==> config.mk <==
export PLATFORM = sky130hd
export DESIGN_NAME = att_ram
export DESIGN_NICKNAME = d
export VERILOG_FILES = /design/src/rtl/assert_macros.svh /design/src/rtl/att_ram.sv
export SDC_FILE = /design/constraint.sdc
export NUM_CORES = 1
export LEC_CHECK = 0
export BUFFER_PORTS_ARGS = -buffer_cell sky130_fd_sc_hd__buf_2
export CORE_ASPECT_RATIO = 1.2
export CORE_MARGIN = 10
export CORE_UTILIZATION = 30
export CTS_CLUSTER_SIZE = 14
export DETAILED_ROUTE_END_ITERATION = 6
export PLACE_DENSITY = 0.45
export SLEW_MARGIN = 20
export SYNTH_ARGS = -nofsm -noshare
export SYNTH_HDL_FRONTEND = slang
export SYNTH_SLANG_ARGS = --single-unit
==> constraint.sdc <==
create_clock -name clk -period 3.2 [get_ports clk]
set_input_delay 0.48 -clock clk [delete_from_list [all_inputs] [get_ports clk]]
set_output_delay 0.48 -clock clk [all_outputs]
set_load 0.005 [all_outputs]
==> src/rtl/assert_macros.svh <==
// assertion macros used by the allocation tracking table unit
`ifndef ASSERT_MACROS_SVH
`define ASSERT_MACROS_SVH

// checked on every clock edge outside reset
`define ATT_ASSERT(lbl, prop, msg) \
  lbl: assert property (@(posedge clk) disable iff (rst) (prop)) else $error(msg);

// checked on every clock edge, reset included
`define ATT_ASSERT_ALWAYS(lbl, prop, msg) \
  lbl: assert property (@(posedge clk) (prop)) else $error(msg);

`endif

==> src/rtl/att_ram.sv <==
// generic single-write, registered-read ram
module att_ram #(
  parameter int WIDTH = 8,
  parameter int DEPTH = 16
) (
  input  logic                                       clk,
  input  logic                                       we,
  input  logic [((DEPTH > 1) ? $clog2(DEPTH) : 1)-1:0] waddr,
  input  logic [WIDTH-1:0]                           wdata,
  input  logic [((DEPTH > 1) ? $clog2(DEPTH) : 1)-1:0] raddr,
  output logic [WIDTH-1:0]                           rdata
);

  logic [WIDTH-1:0] mem [DEPTH];

  always_ff @(posedge clk) begin
    if (we) begin
      mem[waddr] <= wdata;
    end
    rdata <= mem[raddr];
  end

endmodule

# Word-level counts from Yosys, hierarchy flattened
# Memory sizes are Yosys's and may differ from the RTL's. A register that Yosys moved wholly into a read port is not among the register bits.
# Cells that the tools add are included.
[op_classes]
muxes = 2
[ops]
columns = ["operator", "n"]
rows = [
  ["two-way mux 1 bit", 2],
]
[totals]
reg_bits = 0
ram_bits = 128
inputBits = 18
out_inout_bits = 8
elab_cells = 3
memories = 1
[mem_list]
columns = ["name", "depth", "width", "read_ports", "rd_clocked_by_memory_dff", "write_ports", "line", "text"]
rows = [
  ["mem", 16, 8, 1, 1, 1, "att_ram.sv:14", "logic [WIDTH-1:0] mem [DEPTH];"],
]

# Logic depth before layout (Yosys ltp)
[depth]
depth_word = 2
depth_mapped = 5
ltp_nobuf = 3

# Worst setup path after synthesis
# OpenSTA, ideal clock, no wires.
[synth_timing]
path_kind = "input port to flip-flop"
from = "input port waddr[2] (netlist name)"
to = "memory mem[0][0] (enable)"
setup_ns = 0.383
arrival_ns = 1.590
t_required_ns = 2.817
slack_ns = 1.227
cell_stages = 2
n_path_buf = 0
path_cell_list = "or3b_2 > nor3_1"
[synth_lines]
columns = ["element", "line", "text"]
rows = [
  ["start, declared", "att_ram.sv:8", "input logic [((DEPTH > 1) ? $clog2(DEPTH) : 1)-1:0] waddr,"],
  ["end, declared", "att_ram.sv:14", ""],
]
# Straight into the memory's write port.

==> flow_metrics.env <==
export IMPL_cts_setup_buffers=0
export IMPL_wire_per_inst_um=21.47
export IMPL_clock_tree_root_cell="clkbuf_16"
export IMPL_htree_levels=4
export IMPL_wirelength_um=10930
export IMPL_synthTopCellsByArea="edfxtp_1 (75%), mux4_2 (7.9%), mux4_1 (7.1%)"
export IMPL_period_share=0.5919
export IMPL_final_common_cell="edfxtp_1"
export IMPL_io_pins=26
export IMPL_clk_pin_slew_ns=0.06
export IMPL_cts_buffer_depth=2
export IMPL_hold_class="in -> reg"
export IMPL_ys_types=19
export IMPL_crit_path_start_kind="primary input"
export IMPL_synth_warnings=0
export IMPL_nNetsFinal=299
export IMPL_grt_pass1_vias=2549
export IMPL_dr_pass1_iters=4
export IMPL_path_class="in -> reg"
export IMPL_yosysTopAreaCell="edfxtp_1"
export IMPL_numPortBuffers=25
export IMPL_most_common_layout_cells="edfxtp_1 (128), buf_2 (25), mux4_2 (18), buf_4 (18), clkbuf_16 (17)"
export IMPL_initial_utilization=0.3055
export IMPL_min_period_ns=1.894
export IMPL_finalHoldViolCount=0
export IMPL_multi_input_area_mm2=0.001057
export IMPL_crit_path_end_kind="flop"
export IMPL_cts_resized=0
export IMPL_p_seq_frac=0.502
export IMPL_swShare=0.2005
export IMPL_syn_area_mm2=0.005147
export IMPL_power_frac_comb=0.046
export IMPL_fmax_ghz=0.5279
export IMPL_hpwlAfterDp_um=7118
export IMPL_vias_per_cell=4.717
export IMPL_n_fill_cell=1527
export IMPL_drt_iter0_markers=177
export IMPL_ir_drop_uv=274.7
export IMPL_syn_to_final_growth_pct=19.15
export IMPL_regArea_mm2=0.004004
export IMPL_worst_pin_slew_ns=0.9097
export IMPL_finalSetupTns_ns=0
export IMPL_power_switching_uw=799.7
export IMPL_skew_ns=0.005282
export IMPL_grt_pass1_wl_um=16570
export IMPL_rsz0062_at_grt="false"
export IMPL_coreArea_mm2=0.01685
export IMPL_ant_nets=0
export IMPL_clock_power_share=0.451
export IMPL_rows=52
export IMPL_cts_tree="built"
export IMPL_grt_max_degree=21
export IMPL_synth_area_per_cell_um2=22.48
export IMPL_die_area_mm2=0.02282
export IMPL_die_y_um=163.5
export IMPL_required_ns=3.50
export IMPL_critPathMaxFanout=20
export IMPL_fin_area_mm2=0.006133
export IMPL_p_int_mw=3.188
export IMPL_max_slew_margin_rel=0.3913
export IMPL_holdPathStages=1
export IMPL_insertion_delay_ns=0.42
export IMPL_placed_area_mm2=0.005592
export IMPL_setup_viol=0
export IMPL_synth_cells=229
export IMPL_status="finished clean"
export IMPL_clock_sinks=136
export IMPL_cts_hold_buf=0
export IMPL_globalRouteOverflowTotal=0
export IMPL_antenna_found_initial=0
export IMPL_drc=0
export IMPL_gp_congestion=0.7101
export IMPL_drive_gt1_frac=0.3003
export IMPL_synth_largest_type_area_fraction=0.7467
export IMPL_grt_usage=0.09963
export IMPL_mappedNetlistNets=247
export IMPL_die_width_um=139.6
export IMPL_reg2reg_depth=3
export IMPL_synth_seq_cells=136
export IMPL_cts_made_buffers=17
export IMPL_slew_viol_final=0
export IMPL_powerDensity_mw_per_mm2=650.2
export IMPL_worstPathArrival_ns=2.20
export IMPL_vias=2401
export IMPL_power_leakage_nw=2.057
export IMPL_yosysSeqAreaShare=0.7778
export IMPL_diodes=0
export IMPL_cap_violations=0
## synth_stat cells
cell type          n
edfxtp_1         128
mux4_2            18
a22oi_1           16
mux4_1            14
nor2_1            13
nand2_1            9
dfxtp_1            8
nor3_1             4
buf_2              3
buf_6              3
clkdlybuf4s25_2    3
nand2b_1           2
nand3b_1           2
and2_1             1
and2b_1            1
buf_4              1
nand3_1            1
nor2b_1            1
or3b_2             1
## per-stage QoR
step	hold slack [ns]	total power, mW	cells	util	setup WS, ns
finish	0.4451	3.988	509	0.3640	1.306
global route	0.4496	4.129	509	0.3640	1.164
CTS	0.4308	4.031	509	0.3640	1.289
detailed placement	0.6626	2.230	478	0.3318	0.8421
global placement	0.6633	2.229	478	0.3318	0.8223
floorplan	0.5789	2.139	229	-	1.227
## cell families after synthesis
kind of cell | after synthesis | synth area share
AOI/OAI and AO/OA | 16 | 0.02334
buffers and inverters | 10 | 0.01677
DFF | 136 | 0.7778
muxes | 32 | 0.1502
and+or+nand+nor | 35 | 0.03184
## power by group through the flow
stage / Sequential [mW] / Clock [mW] / Combinational (mW)
3_5_place_dp: 2.04 / 0 / 0.189
3_3_place_gp: 2.04 / 0 / 0.188
2_1_floorplan: 2.04 / 0 / 0.101
5_1_grt: 2.01 / 1.92 / 0.204
4_1_cts: 2.00 / 1.84 / 0.189
6_report: 2.00 / 1.80 / 0.185
## final timing paths
kind,startpoint,end,slack [ns]
hold reg to reg,mem[12][4]$_DFFE_PP_,rdata[4]$_DFF_P_,0.68
hold / removal,wdata[4],mem[6][4]$_DFFE_PP_,0.45
setup / recovery,raddr[0],rdata[7]$_DFF_P_,1.31
setup reg to reg,mem[1][3]$_DFFE_PP_,rdata[3]$_DFF_P_,1.74
## worst max-delay path, stage by stage
cell and delay, ns:
buf_2 0.52, buf_4 0.28, mux4_2 0.51, a22oi_1 0.31, nand2_1 0.08
## per-layer routing
metal  vias up  routed length [µm]  share of wire  track usage
met5         -                   0              0            0
met4         0                 207          0.019      0.04511
met3        17                 454          0.042      0.03108
met2        62                5173           0.47       0.1513
met1      1245                5093           0.47       0.1280
li1       1077                   -              -            -
## state kept, by name, summed over array words and instances, names as in the netlist
name   count
rdata      8
mem      128
## area by class of cell
| cell class | instances | area share |
|---|---|---|
| flip-flops and latches | 136 | 0.6528 |
| multi-input cells | 83 | 0.1724 |
| clock buffers | 18 | 0.06997 |
| well taps | 216 | 0.04406 |
| repair buffers | 43 | 0.04243 |
| clock inverters | 13 | 0.01836 |
(Power assumes the default switching activity.)
